File: src/rtl/fbpa_pkg.sv
// Shared types and constants of the fixed block pool allocator.
package fbpa_pkg;

  localparam int ADDR_W     = 32;
  localparam int STATUS_W   = 2;
  localparam int BPB_W      = 16;
  localparam int BIN_W      = 7;
  localparam int CFG_IDX_W  = 2;
  localparam int CFG_DATA_W = 32;

  localparam logic OP_ALLOC = 1'b0;
  localparam logic OP_FREE  = 1'b1;

  localparam logic [CFG_IDX_W-1:0] CFG_POOL_BASE   = 2'd0;
  localparam logic [CFG_IDX_W-1:0] CFG_BLOCK_BYTES = 2'd1;
  localparam logic [CFG_IDX_W-1:0] CFG_BLOCK_COUNT = 2'd2;

  localparam logic [ADDR_W-1:0]    RST_POOL_BASE   = 32'd0;
  localparam logic [BPB_W-1:0]     RST_BLOCK_BYTES = 16'd64;
  localparam logic [BIN_W-1:0]     RST_BLOCK_COUNT = 7'd64;

  // divider retires two quotient bits per cycle
  localparam int DIV_BITS_PER_CYC = 2;
  localparam int DIV_STEPS        = ADDR_W / DIV_BITS_PER_CYC;
  localparam int DIV_CNT_W        = $clog2(DIV_STEPS);

  typedef enum logic [STATUS_W-1:0] {
    STAT_DONE  = 2'd0,
    STAT_FULL  = 2'd1,
    STAT_RANGE = 2'd2
  } fbpa_status_t;

  typedef enum logic [3:0] {
    ST_IDLE,
    ST_DIV,
    ST_FREE_RD,
    ST_FREE_WR,
    ST_SCAN_RD,
    ST_SCAN_CHK,
    ST_MUL,
    ST_OUT
  } fbpa_state_t;

  typedef struct packed {
    logic         take;
    logic         div_start;
    logic         scan_rd;
    logic         scan_chk;
    logic         row_inc;
    logic         free_rd;
    logic         free_wr;
    logic         mul;
    logic         res_load;
    fbpa_status_t res_code;
  } fbpa_cmd_t;

  typedef struct packed {
    logic bpb_zero;
    logic div_done;
    logic hit;
    logic last_row;
    logic in_range;
    logic out_busy;
  } fbpa_sts_t;

endpackage

File: src/rtl/fbpa_ifs.sv
// Handshake channel interfaces: request, result and configuration write.
interface fbpa_in_if import fbpa_pkg::*; ();
  logic              valid;
  logic              ready;
  logic              opcode;
  logic [ADDR_W-1:0] free_address;

  modport source (output valid, output opcode, output free_address, input ready);
  modport sink   (input valid, input opcode, input free_address, output ready);
endinterface

interface fbpa_out_if import fbpa_pkg::*; ();
  logic                valid;
  logic                ready;
  logic [ADDR_W-1:0]   block_address;
  logic [STATUS_W-1:0] status;

  modport source (output valid, output block_address, output status, input ready);
  modport sink   (input valid, input block_address, input status, output ready);
endinterface

interface fbpa_cfg_if import fbpa_pkg::*; ();
  logic                  valid;
  logic                  ready;
  logic [CFG_IDX_W-1:0]  index;
  logic [CFG_DATA_W-1:0] data;

  modport source (output valid, output index, output data, input ready);
  modport sink   (input valid, input index, input data, output ready);
endinterface

File: src/rtl/fbpa_div.sv
// Restoring divider, 32-bit dividend by 16-bit divisor, two bits per cycle.
module fbpa_div import fbpa_pkg::*; (
  input  logic              clk,
  input  logic              rst_n,
  input  logic              start,
  input  logic [ADDR_W-1:0] dividend,
  input  logic [BPB_W-1:0]  divisor,
  output logic              done,
  output logic [ADDR_W-1:0] quotient
);

  logic                 busy_r, busy_nxt;
  logic                 done_r, done_nxt;
  logic [DIV_CNT_W-1:0] step_r, step_nxt;
  logic [ADDR_W-1:0]    num_r, num_nxt;
  logic [BPB_W-1:0]     rem_r, rem_nxt;
  logic [BPB_W-1:0]     dvs_r;

  logic [BPB_W:0]    t1, t2, r1, r2;
  logic              ge1, ge2;
  logic [ADDR_W-1:0] n1, n2;

  always_comb begin
    t1  = {rem_r, num_r[ADDR_W-1]};
    ge1 = t1 >= {1'b0, dvs_r};
    r1  = ge1 ? t1 - {1'b0, dvs_r} : t1;
    n1  = {num_r[ADDR_W-2:0], ge1};
    t2  = {r1[BPB_W-1:0], n1[ADDR_W-1]};
    ge2 = t2 >= {1'b0, dvs_r};
    r2  = ge2 ? t2 - {1'b0, dvs_r} : t2;
    n2  = {n1[ADDR_W-2:0], ge2};
  end

  always_comb begin
    busy_nxt = busy_r;
    step_nxt = step_r;
    num_nxt  = num_r;
    rem_nxt  = rem_r;
    done_nxt = 1'b0;
    if (start) begin
      busy_nxt = 1'b1;
      step_nxt = '0;
      num_nxt  = dividend;
      rem_nxt  = '0;
    end else if (busy_r) begin
      num_nxt  = n2;
      rem_nxt  = r2[BPB_W-1:0];
      step_nxt = step_r + 1'b1;
      if (step_r == DIV_CNT_W'(DIV_STEPS - 1)) begin
        busy_nxt = 1'b0;
        done_nxt = 1'b1;
      end
    end
  end

  always_ff @(posedge clk) begin
    if (!rst_n) begin
      busy_r <= 1'b0;
      done_r <= 1'b0;
      step_r <= '0;
    end else begin
      busy_r <= busy_nxt;
      done_r <= done_nxt;
      step_r <= step_nxt;
    end
  end

  always_ff @(posedge clk) begin
    num_r <= num_nxt;
    rem_r <= rem_nxt;
    if (start) begin
      dvs_r <= divisor;
    end
  end

  assign done     = done_r;
  assign quotient = num_r;

endmodule

File: src/rtl/fbpa_dp.sv
// Datapath: config registers, used-flag memory, divider, address math, result register.
module fbpa_dp import fbpa_pkg::*; #(
  parameter int MAX_BLOCKS = 64
) (
  input  logic              clk,
  input  logic              rst_n,
  fbpa_cfg_if.sink          cfg_if,
  input  logic              in_opcode,
  input  logic [ADDR_W-1:0] in_free_address,
  fbpa_out_if.source        out_if,
  input  fbpa_cmd_t         cmd,
  output fbpa_sts_t         sts
);

  localparam int WORD  = (MAX_BLOCKS < 32) ? MAX_BLOCKS : 32;
  localparam int BIT_W = (WORD > 1) ? $clog2(WORD) : 1;
  localparam int ROWS  = (MAX_BLOCKS + WORD - 1) / WORD;
  localparam int ROW_W = (ROWS > 1) ? $clog2(ROWS) : 1;
  localparam int CNT_B = $clog2(MAX_BLOCKS + 1);
  localparam int KW    = ((CNT_B > BIN_W) ? CNT_B : BIN_W) + 1;

  logic [ADDR_W-1:0] base_r;
  logic [BPB_W-1:0]  bpb_r;
  logic [BIN_W-1:0]  nblk_r;

  logic              opcode_r;
  logic [ROW_W-1:0]  row_r;
  logic [KW-1:0]     idx_r;
  logic [KW+15:0]    prod_r;

  logic [WORD-1:0]   flag_mem [ROWS];
  logic [ROWS-1:0]   rv_r;
  logic [WORD-1:0]   rd_data_r;
  logic              rd_vld_r;

  logic                out_valid_r;
  logic [ADDR_W-1:0]   out_addr_r;
  logic [STATUS_W-1:0] out_status_r;

  logic              div_done;
  logic [ADDR_W-1:0] quot;

  logic [KW-1:0]     count_w, row_base, lim;
  logic [WORD-1:0]   eff_word, mask, free_bits, wr_data;
  logic [BIT_W-1:0]  hit_bit, free_bit;
  logic [ROW_W-1:0]  free_row, rd_addr, wr_addr;
  logic              hit, last_row, rd_en, wr_en;

  assign cfg_if.ready = 1'b1;

  always_ff @(posedge clk) begin
    if (!rst_n) begin
      base_r <= RST_POOL_BASE;
      bpb_r  <= RST_BLOCK_BYTES;
      nblk_r <= RST_BLOCK_COUNT;
    end else if (cfg_if.valid) begin
      case (cfg_if.index)
        CFG_POOL_BASE:   base_r <= cfg_if.data;
        CFG_BLOCK_BYTES: bpb_r  <= cfg_if.data[BPB_W-1:0];
        CFG_BLOCK_COUNT: nblk_r <= cfg_if.data[BIN_W-1:0];
        default: ;
      endcase
    end
  end

  fbpa_div u_div (
    .clk      (clk),
    .rst_n    (rst_n),
    .start    (cmd.div_start),
    .dividend (in_free_address - base_r),
    .divisor  (bpb_r),
    .done     (div_done),
    .quotient (quot)
  );

  always_comb begin
    count_w  = (KW'(nblk_r) > KW'(MAX_BLOCKS)) ? KW'(MAX_BLOCKS) : KW'(nblk_r);
    row_base = KW'(row_r * WORD);
    lim      = (count_w > row_base) ? count_w - row_base : '0;
    last_row = (row_base + KW'(WORD) >= count_w) || (row_r == ROW_W'(ROWS - 1));
    eff_word = rd_vld_r ? rd_data_r : '0;
    for (int b = 0; b < WORD; b++) begin
      mask[b] = KW'(b) < lim;
    end
    free_bits = ~eff_word & mask;
    hit       = |free_bits;
    hit_bit   = '0;
    for (int b = WORD - 1; b >= 0; b--) begin
      if (free_bits[b]) begin
        hit_bit = BIT_W'(b);
      end
    end
    free_bit = quot[BIT_W-1:0];
    free_row = (ROWS == 1) ? '0 : quot[BIT_W +: ROW_W];
  end

  assign rd_en   = cmd.scan_rd | cmd.free_rd;
  assign rd_addr = cmd.scan_rd ? row_r : free_row;
  assign wr_en   = (cmd.scan_chk & hit) | cmd.free_wr;
  assign wr_addr = cmd.free_wr ? free_row : row_r;
  assign wr_data = cmd.free_wr ? (eff_word & ~(WORD'(1) << free_bit))
                               : (eff_word | (WORD'(1) << hit_bit));

  always_ff @(posedge clk) begin
    if (rd_en) begin
      rd_data_r <= flag_mem[rd_addr];
    end
    if (wr_en) begin
      flag_mem[wr_addr] <= wr_data;
    end
  end

  always_ff @(posedge clk) begin
    if (!rst_n) begin
      rv_r     <= '0;
      rd_vld_r <= 1'b0;
    end else begin
      if (rd_en) begin
        rd_vld_r <= rv_r[rd_addr];
      end
      if (wr_en) begin
        rv_r[wr_addr] <= 1'b1;
      end
    end
  end

  always_ff @(posedge clk) begin
    if (cmd.take) begin
      opcode_r <= in_opcode;
      row_r    <= '0;
    end else if (cmd.row_inc) begin
      row_r <= row_r + 1'b1;
    end
    if (cmd.scan_chk && hit) begin
      idx_r <= row_base + KW'(hit_bit);
    end
    if (cmd.mul) begin
      prod_r <= idx_r * bpb_r;
    end
  end

  always_ff @(posedge clk) begin
    if (!rst_n) begin
      out_valid_r <= 1'b0;
    end else if (cmd.res_load) begin
      out_valid_r <= 1'b1;
    end else if (out_if.ready) begin
      out_valid_r <= 1'b0;
    end
  end

  always_ff @(posedge clk) begin
    if (cmd.res_load) begin
      out_addr_r   <= (cmd.res_code == STAT_DONE && opcode_r == OP_ALLOC)
                      ? base_r + ADDR_W'(prod_r) : '0;
      out_status_r <= cmd.res_code;
    end
  end

  assign out_if.valid         = out_valid_r;
  assign out_if.block_address = out_addr_r;
  assign out_if.status        = out_status_r;

  assign sts.bpb_zero = bpb_r == '0;
  assign sts.div_done = div_done;
  assign sts.hit      = hit;
  assign sts.last_row = last_row;
  assign sts.in_range = quot < ADDR_W'(count_w);
  assign sts.out_busy = out_valid_r & ~out_if.ready;

endmodule

File: src/rtl/fbpa_ctrl.sv
// Controller state machine sequencing allocate and free requests.
module fbpa_ctrl import fbpa_pkg::*; (
  input  logic      clk,
  input  logic      rst_n,
  input  logic      in_valid,
  input  logic      in_opcode,
  output logic      in_ready,
  input  fbpa_sts_t sts,
  output fbpa_cmd_t cmd
);

  fbpa_state_t  state_r, state_nxt;
  fbpa_status_t res_r, res_nxt;

  always_comb begin
    state_nxt = state_r;
    res_nxt   = res_r;
    case (state_r)
      ST_IDLE: begin
        if (in_valid) begin
          if (in_opcode == OP_FREE) begin
            if (sts.bpb_zero) begin
              state_nxt = ST_OUT;
              res_nxt   = STAT_RANGE;
            end else begin
              state_nxt = ST_DIV;
            end
          end else begin
            state_nxt = ST_SCAN_RD;
          end
        end
      end
      ST_DIV: begin
        if (sts.div_done) begin
          if (sts.in_range) begin
            state_nxt = ST_FREE_RD;
          end else begin
            state_nxt = ST_OUT;
            res_nxt   = STAT_RANGE;
          end
        end
      end
      ST_FREE_RD: state_nxt = ST_FREE_WR;
      ST_FREE_WR: begin
        state_nxt = ST_OUT;
        res_nxt   = STAT_DONE;
      end
      ST_SCAN_RD: state_nxt = ST_SCAN_CHK;
      ST_SCAN_CHK: begin
        if (sts.hit) begin
          state_nxt = ST_MUL;
          res_nxt   = STAT_DONE;
        end else if (sts.last_row) begin
          state_nxt = ST_OUT;
          res_nxt   = STAT_FULL;
        end else begin
          state_nxt = ST_SCAN_RD;
        end
      end
      ST_MUL: state_nxt = ST_OUT;
      ST_OUT: begin
        if (!sts.out_busy) begin
          state_nxt = ST_IDLE;
        end
      end
      default: state_nxt = ST_IDLE;
    endcase
  end

  always_comb begin
    in_ready      = state_r == ST_IDLE;
    cmd           = '0;
    cmd.take      = (state_r == ST_IDLE) && in_valid;
    cmd.div_start = cmd.take && (in_opcode == OP_FREE) && !sts.bpb_zero;
    cmd.scan_rd   = state_r == ST_SCAN_RD;
    cmd.scan_chk  = state_r == ST_SCAN_CHK;
    cmd.row_inc   = (state_r == ST_SCAN_CHK) && !sts.hit && !sts.last_row;
    cmd.free_rd   = state_r == ST_FREE_RD;
    cmd.free_wr   = state_r == ST_FREE_WR;
    cmd.mul       = state_r == ST_MUL;
    cmd.res_load  = (state_r == ST_OUT) && !sts.out_busy;
    cmd.res_code  = res_r;
  end

  always_ff @(posedge clk) begin
    if (!rst_n) begin
      state_r <= ST_IDLE;
      res_r   <= STAT_DONE;
    end else begin
      state_r <= state_nxt;
      res_r   <= res_nxt;
    end
  end

endmodule

File: src/rtl/fixed_block_pool_allocator.sv
// Top level of the fixed block pool allocator.
// Hands out and takes back equal-sized blocks of a pool tracked by one used flag per
// block, kept in a memory of rows of up to 32 flags whose per-row valid bits clear at
// reset (no clearing pass). An allocate scans rows from the lowest, each row read and
// then checked, then multiplies the found index by the block size and adds the base.
// A free subtracts the base and divides by the block size in a divider that retires
// two quotient bits per cycle, then read-modifies-writes the flag row.
// One item is worked at a time; a new item is taken while the previous result waits
// in the output register. Configuration writes are always ready and must only be
// issued while the block is idle.
module fixed_block_pool_allocator import fbpa_pkg::*; #(
  parameter int MAX_BLOCKS = 64
) (
  input  logic       clk,
  input  logic       rst_n,
  fbpa_in_if.sink    in_if,
  fbpa_out_if.source out_if,
  fbpa_cfg_if.sink   cfg_if
);

  fbpa_cmd_t cmd;
  fbpa_sts_t sts;

  fbpa_ctrl u_ctrl (
    .clk       (clk),
    .rst_n     (rst_n),
    .in_valid  (in_if.valid),
    .in_opcode (in_if.opcode),
    .in_ready  (in_if.ready),
    .sts       (sts),
    .cmd       (cmd)
  );

  fbpa_dp #(
    .MAX_BLOCKS (MAX_BLOCKS)
  ) u_dp (
    .clk             (clk),
    .rst_n           (rst_n),
    .cfg_if          (cfg_if),
    .in_opcode       (in_if.opcode),
    .in_free_address (in_if.free_address),
    .out_if          (out_if),
    .cmd             (cmd),
    .sts             (sts)
  );

endmodule

File: src/flat_wrapper.sv
// flat-port wrapper written by rule: the top's interface ports become plain ports
module fixed_block_pool_allocator_flat import fbpa_pkg::*;
#(
  parameter int MAX_BLOCKS = 64
)
  (clk, rst_n, in_if_valid, in_if_opcode, in_if_free_address, in_if_ready, out_if_valid, out_if_block_address, out_if_status, out_if_ready, cfg_if_valid, cfg_if_index, cfg_if_data, cfg_if_ready);
  fbpa_in_if in_if_i ();
  fbpa_out_if out_if_i ();
  fbpa_cfg_if cfg_if_i ();
  input  logic clk;
  input  logic rst_n;
  input wire logic [$bits(in_if_i.valid)-1:0] in_if_valid;
  input wire logic [$bits(in_if_i.opcode)-1:0] in_if_opcode;
  input wire logic [$bits(in_if_i.free_address)-1:0] in_if_free_address;
  output wire logic [$bits(in_if_i.ready)-1:0] in_if_ready;
  output wire logic [$bits(out_if_i.valid)-1:0] out_if_valid;
  output wire logic [$bits(out_if_i.block_address)-1:0] out_if_block_address;
  output wire logic [$bits(out_if_i.status)-1:0] out_if_status;
  input wire logic [$bits(out_if_i.ready)-1:0] out_if_ready;
  input wire logic [$bits(cfg_if_i.valid)-1:0] cfg_if_valid;
  input wire logic [$bits(cfg_if_i.index)-1:0] cfg_if_index;
  input wire logic [$bits(cfg_if_i.data)-1:0] cfg_if_data;
  output wire logic [$bits(cfg_if_i.ready)-1:0] cfg_if_ready;
  assign in_if_i.valid = in_if_valid;
  assign in_if_i.opcode = in_if_opcode;
  assign in_if_i.free_address = in_if_free_address;
  assign in_if_ready = in_if_i.ready;
  assign out_if_valid = out_if_i.valid;
  assign out_if_block_address = out_if_i.block_address;
  assign out_if_status = out_if_i.status;
  assign out_if_i.ready = out_if_ready;
  assign cfg_if_i.valid = cfg_if_valid;
  assign cfg_if_i.index = cfg_if_index;
  assign cfg_if_i.data = cfg_if_data;
  assign cfg_if_ready = cfg_if_i.ready;
  fixed_block_pool_allocator #(.MAX_BLOCKS(MAX_BLOCKS)) u_core (.clk(clk), .rst_n(rst_n), .in_if(in_if_i), .out_if(out_if_i), .cfg_if(cfg_if_i));
endmodule
File: config.mk
export PLATFORM = sky130hd
export DESIGN_NAME = fixed_block_pool_allocator_flat
export DESIGN_NICKNAME = d
export VERILOG_FILES = /design/src/rtl/fbpa_pkg.sv /design/src/rtl/fbpa_ifs.sv /design/src/rtl/fbpa_div.sv /design/src/rtl/fbpa_dp.sv /design/src/rtl/fbpa_ctrl.sv /design/src/rtl/fixed_block_pool_allocator.sv /design/src/flat_wrapper.sv
export SDC_FILE = /design/constraint.sdc
export NUM_CORES = 1
export LEC_CHECK = 0
export ABC_CLOCK_PERIOD_IN_PS = 15500
export BUFFER_PORTS_ARGS = -buffer_cell sky130_fd_sc_hd__buf_2
export CAP_MARGIN = 40
export CORE_MARGIN = 1
export CORE_UTILIZATION = 35
export DETAILED_ROUTE_END_ITERATION = 10
export GPL_ROUTABILITY_DRIVEN = 0
export GPL_TIMING_DRIVEN = 0
export SYNTH_ARGS = -nofsm -noshare
export SYNTH_HDL_FRONTEND = slang
export SYNTH_SLANG_ARGS = --single-unit
File: constraint.sdc
create_clock -name clk -period 15.5 [get_ports clk]
set_input_delay 0.775 -clock clk [delete_from_list [all_inputs] [get_ports clk]]
set_output_delay 0.775 -clock clk [all_outputs]
set_load 0.02 [all_outputs]
# Word level (Yosys, flattened, before mapping)
# Memories as Yosys holds them, arrays and structs flattened. A register that Yosys moved wholly into a read port is not among the register bits.
# Index checks and enable logic that the tools add are counted.
[classes]
addsub = 9
multipliers = 1
div_mod_pow = 0
order_cmp = 41
eq_ne = 17
n_shift = 2
muxes = 71
bitwise = 14
n_reduce_logical = 30
[op_table]
columns = ["op", "count"]
rows = [
  ["$mux W5", 32],
  ["$lt A5 B8 Y1 const A", 16],
  ["$mux W32", 4],
  ["$and A32 B32 Y32", 2],
  ["$lt A4 B8 Y1 const A", 8],
  ["$not A32 Y32", 2],
  ["$shl A1 B5 Y32 const A", 2],
  ["$ge A17 B16 Y1", 2],
  ["$add A32 B24 Y32", 1],
  ["$lt A3 B8 Y1 const A", 4],
  ["$lt A32 B7 Y1", 1],
  ["$mux W16", 2],
  ["$or A32 B32 Y32", 1],
  ["$reduce_or A32 Y1", 1],
  ["$sub A16 B16 Y16", 2],
  ["$sub A32 B32 Y32", 1],
  ["$pmux W4 S7", 1],
  ["$mul A8 B16 Y24", 1],
  ["$mux W2", 9],
  ["$eq A4 B3 Y1 const B", 4],
  ["$logic_not A16 Y1", 1],
  ["$lt A1 B8 Y1 const A", 2],
  ["$lt A2 B8 Y1 const A", 2],
  ["$mux W4", 4],
  ["other kinds (40)", 80],
]
[word_totals]
reg_bits = 203
latch_bits = 0
ram_bits = 64
romBits = 0
output_inout_bits = 37
elab_cells = 206
memories = 1
[mem_list]
columns = ["name", "words", "width", "read_ports", "rd_ports_with_merged_regs", "write_ports", "line", "source"]
rows = [
  ["u_core.u_dp.flag_mem", 2, 32, 1, 1, 1, "fbpa_dp.sv:31", "logic [WORD-1:0] flag_mem [ROWS];"],
]

# Logic depth before layout (Yosys ltp)
[logic_depth]
depth_word = 41
depth_mapped = 23
mapped_depth_nobuf = 21

# By module
# From an unflattened synthesis, not the netlist that was laid out.
[unflattened]
cells_unflattened = 2152
area_unflattened_um2 = 20910.1
[by_module_without_submodules]
columns = ["mod", "instances", "cells_each", "area_each_um2"]
rows = [
  ["fbpa_dp", 1, 1632, 15870.2],
  ["fbpa_div", 1, 456, 4569.4],
  ["fbpa_ctrl", 1, 64, 470.5],
]

# Worst setup path after synthesis
# Ideal clock, no wire load.
[synth_timing]
kind = "register to register"
from = "register u_core.u_dp.nblk_r[6]"
to = "memory u_core.u_dp.flag_mem[0][0] (netlist name), enable pin"
setup_time_ns = 0.475
arrival_time_ns = 5.075
required_time_ns = 15.025
path_slack_ns = 9.951
stages_incl_launch_ff = 16
path_buffers = 3
period_less_slack_ns = 5.549
cell_sequence = "dfxtp_1 buf_2 inv_2 nand2_1 ha_1 ha_1 and4bb_2 buf_2 and3_1 clkbuf_1 a32o_1 nand3_1 o21ai_1 nand2_1 nor2_1 o32ai_1"
[synth_between]
elab_chain_cells = 11
[synth_rtl]
columns = ["element", "line", "source"]
rows = [
  ["from (decl)", "fbpa_dp.sv:24", "logic [BIN_W-1:0] nblk_r;"],
  ["from (signal assigned)", "fbpa_dp.sv:60", "CFG_BLOCK_COUNT: nblk_r <= cfg_if.data[BIN_W-1:0];"],
  ["$gt A7 B7 Y1", "fbpa_dp.sv:77", "count_w = (KW'(nblk_r) > KW'(MAX_BLOCKS)) ? KW'(MAX_BLOCKS) : KW'(nblk_r);"],
  ["$mux W7 *", "fbpa_dp.sv:77", ""],
  ["$sub A7 B6 Y8 or $gt A7 B6 Y1 (tied branches)", "fbpa_dp.sv:79", "lim = (count_w > row_base) ? count_w - row_base : '0;"],
  ["$mux W8 *", "fbpa_dp.sv:79", ""],
  ["$lt A1 B8 Y1, or another cell as far along", "fbpa_dp.sv:83", "mask[b] = KW'(b) < lim;"],
  ["$and A32 B32 Y32 *", "fbpa_dp.sv:85", "free_bits = ~eff_word & mask;"],
  ["$reduce_or A32 Y1 *", "fbpa_dp.sv:86", "hit = |free_bits;"],
  ["$and A1 B1 Y1 *", "fbpa_dp.sv:99", "assign wr_en = (cmd.scan_chk & hit) | cmd.free_wr;"],
  ["$or A1 B1 Y1 *", "fbpa_dp.sv:99", ""],
  ["$mux W1 *", "fbpa_dp.sv:108", "if (wr_en) begin"],
  ["$mux W1 (not written as such) *", "fbpa_dp.sv:109", "flag_mem[wr_addr] <= wr_data;"],
  ["to (decl)", "fbpa_dp.sv:31", ""],
]
# Mark *: on every way between the ends. The rest lies on a longest branch, timed or not.

# Final worst setup path
[layout_timing]
from = "register u_core.u_dp.u_div.dvs_r[1]"
to = "register u_core.u_dp.u_div.rem_r[7]"
[layout_between]
elab_chain_cells = 4
[layout_rtl]
columns = ["element", "line", "source"]
rows = [
  ["from (decl)", "fbpa_div.sv:17", "logic [BPB_W-1:0] dvs_r;"],
  ["from (signal assigned)", "fbpa_div.sv:72", "dvs_r <= divisor;"],
  ["$sub A16 B16 Y16 or $ge A17 B16 Y1 (tied branches)", "fbpa_div.sv:26, fbpa_div.sv:25", ""],
  ["$mux W16", "fbpa_div.sv:26", "r1 = ge1 ? t1 - {1'b0, dvs_r} : t1;"],
  ["$sub A16 B16 Y16 or $ge A17 B16 Y1 (tied branches)", "fbpa_div.sv:30, fbpa_div.sv:29", ""],
  ["$mux W16 *", "fbpa_div.sv:30", "r2 = ge2 ? t2 - {1'b0, dvs_r} : t2;"],
  ["to (signal assigned)", "fbpa_div.sv:70", "rem_r <= rem_nxt;"],
  ["to (decl)", "fbpa_div.sv:16", "logic [BPB_W-1:0] rem_r, rem_nxt;"],
]
# Marked as above.
# A chain may end at the register's enable or synchronous reset.

==> results.ini <==
[timing]
maxSlewHeadroom_pct = 23.7
hold_ws_ns = 0.437
period_needed_ns = 6.31
finalCritPeriodShare_pct = 40.7
slew_violations = 0
skew_ns = 0.0326
clock.fmax_mhz = 158
worst-slew-pin-transition_ns = 1.12
finalSetupViolations = 0
finalHoldViolCount = 0
rsz0062_at_grt = no
setup_tns_ns = 0

[finish]
area_growth_pct = 14.4
regArea_um2 = 7990
finalNonFillerCells = 3081
n_fill_cell = 5539
drive_gt1_share_pct = 11.7
layout.nets = 2571
multi_input_area_um2 = 11400

[floorplan]
initial_utilization_pct = 35.7
ios = 109
die_x_um = 242
chipHeight_um = 242
core-area_um2 = 56700
rows = 87
die-area_um2 = 58800

[cts]
ctsLongestPathBuffers = 3
path_clk_slew_ns = 0.06
insertion_delay_ns = 0.59
cts.sinks = 295
cts_resized = 0
numCtsBuffers = 35
cts_hold_buf = 0
htreeDepth = 2
postCtsSetupBuffers = 0
cts_root_buf = clkbuf_16
cts_tree = done

[placement]
hpwl_um = 47000
dp.cells = 3011
io_buffers = 106

[yosys]
postSynthAreaPerCell_um2 = 9.46
synth_top_area_cell = edfxtp_1
ys_ff_latch = 295
synth_async_sr_flop_share_pct = 0
yosysWarnings = 0
netlist.area_leader.share_pct = 30.9
synth_most_common_cell = nand2_1
synth_cells = 2139
synth_edf_count = 208
synth_commonest_cells = nand2_1, edfxtp_1, a21oi_1, inv_1, ha_1
syn_area_um2 = 20200
ys_top_cells_by_area = edfxtp_1, ha_1, dfxtp_1
yosysUniqueCellTypes = 93
ys.flop_type = edfxtp_1
synth_fp_nets = 2418
yosysSeqAreaShare_pct = 39.5

[routing]
drtPass1Iterations = 8
vias = 16857
wl_um = 59600
viasPerCell = 5.47
wl_per_cell_um = 19.4
drtAntennaViolNets = 0
initialDrtViolationCount = 1418
drc_errors = 0

[min_path]
min_path_type = in -> reg

[grt]
grt_pass1_vias = 16504
grt_max_degree = 31
grt_pass1_wl_um = 92900
grt_overflow_total = 0
antenna_found_initial = 10
grt_usage_pct = 20.1

[worst_setup_path]
worstPathRequired_ns = 15.92
worstSetupEndpointType = flop
crit_path_start_kind = flop
arrival_ns = 6.73
path_class = reg -> reg
crit_path_max_fanout = 10

[pwr]
pwr_density_cell_nw_per_um2 = 148
vdd_drop_max_mv = 0.0952
p_leak_nw = 9.18
p_total_mw = 3.44

[run_status]
outcome = complete, no violations

[run]
max-cap-violations = 0

[placed cells by master (no fill, tap or decap), drive strengths merged, types with 31 or more instances in the layout]
| master | n |
|---|---|
| dfxtp | 87 |
| inv | 158 |
| clkbuf | 109 |
| o21a | 31 |
| buf | 127 |
| and2 | 84 |
| fa | 61 |
| nor3 | 52 |
| mux2 | 35 |
| o21ai | 134 |
| ha | 146 |
| xnor2 | 42 |
| nand3 | 34 |
| nor2 | 138 |
| a21oi | 160 |
| xor2 | 42 |
| nand2 | 271 |
| edfxtp | 208 |
[where the power goes]
group | internal, mW | total [mW] | switching (mW)
Sequential | 1.05 | 1.15 | 0.104
Clock | 0.496 | 0.846 | 0.350
Combinational | 0.564 | 1.44 | 0.877
[logic make-up after synthesis]
group | Yosys count | share of synthesized area (%)
simple gates | 727 | 17.3
flops | 295 | 39.5
fa+ha+maj | 207 | 15.1
buf+inv | 227 | 4.38
compound gates | 549 | 17.5
xor+xnor | 84 | 3.63
mux | 49 | 2.64
other cells | 1 | 0.0185
[critical path, cell delays in order (launching register included)]
cell and delay [ns]:
edfxtp_1 0.47, inv_1 0.17, ha_1 0.27, nor2b_1 0.15, o31a_1 0.27, o21bai_1 0.26
a211o_1 0.19, o211ai_2 0.12, a21oi_2 0.45, clkbuf_1 0.44, nand2_1 0.09, o21ai_0 0.15
ha_1 0.37, o21a_1 0.14, o31a_1 0.15, o41a_1 0.39, a211oi_2 0.27, o31ai_1 0.18
o31a_1 0.31, a311oi_4 0.77, buf_6 0.25, nor2_1 0.06, a21oi_1 0.14, a21oi_1 0.08
[final timing paths]
check,to,depth (start not counted),start,slack [ns]
setup reg to reg,u_core.u_dp.u_div.rem_r[7],23,u_core.u_dp.u_div.dvs_r[1],9.19
setup / recovery,u_core.u_dp.u_div.rem_r[7],23,u_core.u_dp.u_div.dvs_r[1],9.19
hold / removal,u_core.u_dp.base_r[27],3,cfg_if_data[27],0.44
hold reg to reg,u_core.u_dp.u_div.rem_r[15],2,u_core.u_dp.u_div.rem_r[15],0.46
[flip-flops by register name, indices dropped and copies added, names as in the netlist, 6 cells and up]
register	count
u_core.u_dp.rd_data_r	32
u_core.u_dp.u_div.rem_r	16
u_core.u_dp.base_r	32
u_core.u_dp.u_div.dvs_r	16
u_core.u_dp.prod_r	23
u_core.u_dp.u_div.quotient	32
u_core.u_dp.idx_r	6
u_core.u_dp.flag_mem	64
u_core.u_dp.nblk_r	7
u_core.u_dp.out_if.block_address	32
u_core.u_dp.bpb_r	16
[per-layer routing]
layer / global-route usage, % / routed length (um) / vias up
met5: 0 / 45 / -
met3: 4.04 / 4140 / 147
met2: 30.8 / 26200 / 598
met1: 27.6 / 27100 / 8113
met4: 8.08 / 2120 / 8
li1: - / - / 7991
[final cells by class]
class | count | area share [%]
Tap cell | 756 | 4.09
Clock buffer | 50 | 4.20
Buffer | 70 | 1.29
Timing Repair Buffer | 116 | 3.14
Clock inverter | 14 | 0.924
Inverter | 157 | 2.55
Multi-Input combinational cell | 1617 | 49.3
Antenna cell | 6 | 0.0649
Sequential cell | 295 | 34.5
[metrics by stage]
stage,cell area (um^2),util [%],setup slack [ns]
final,23200,40.8,9.19
after global routing,23100,40.8,8.87
after CTS,23100,40.8,9.25
after detailed placement,21900,38.7,9.32
after global placement,21700,38.3,7.58
after floorplan,20200,-,9.95
Note: power is estimated with default switching activity, not from simulation.
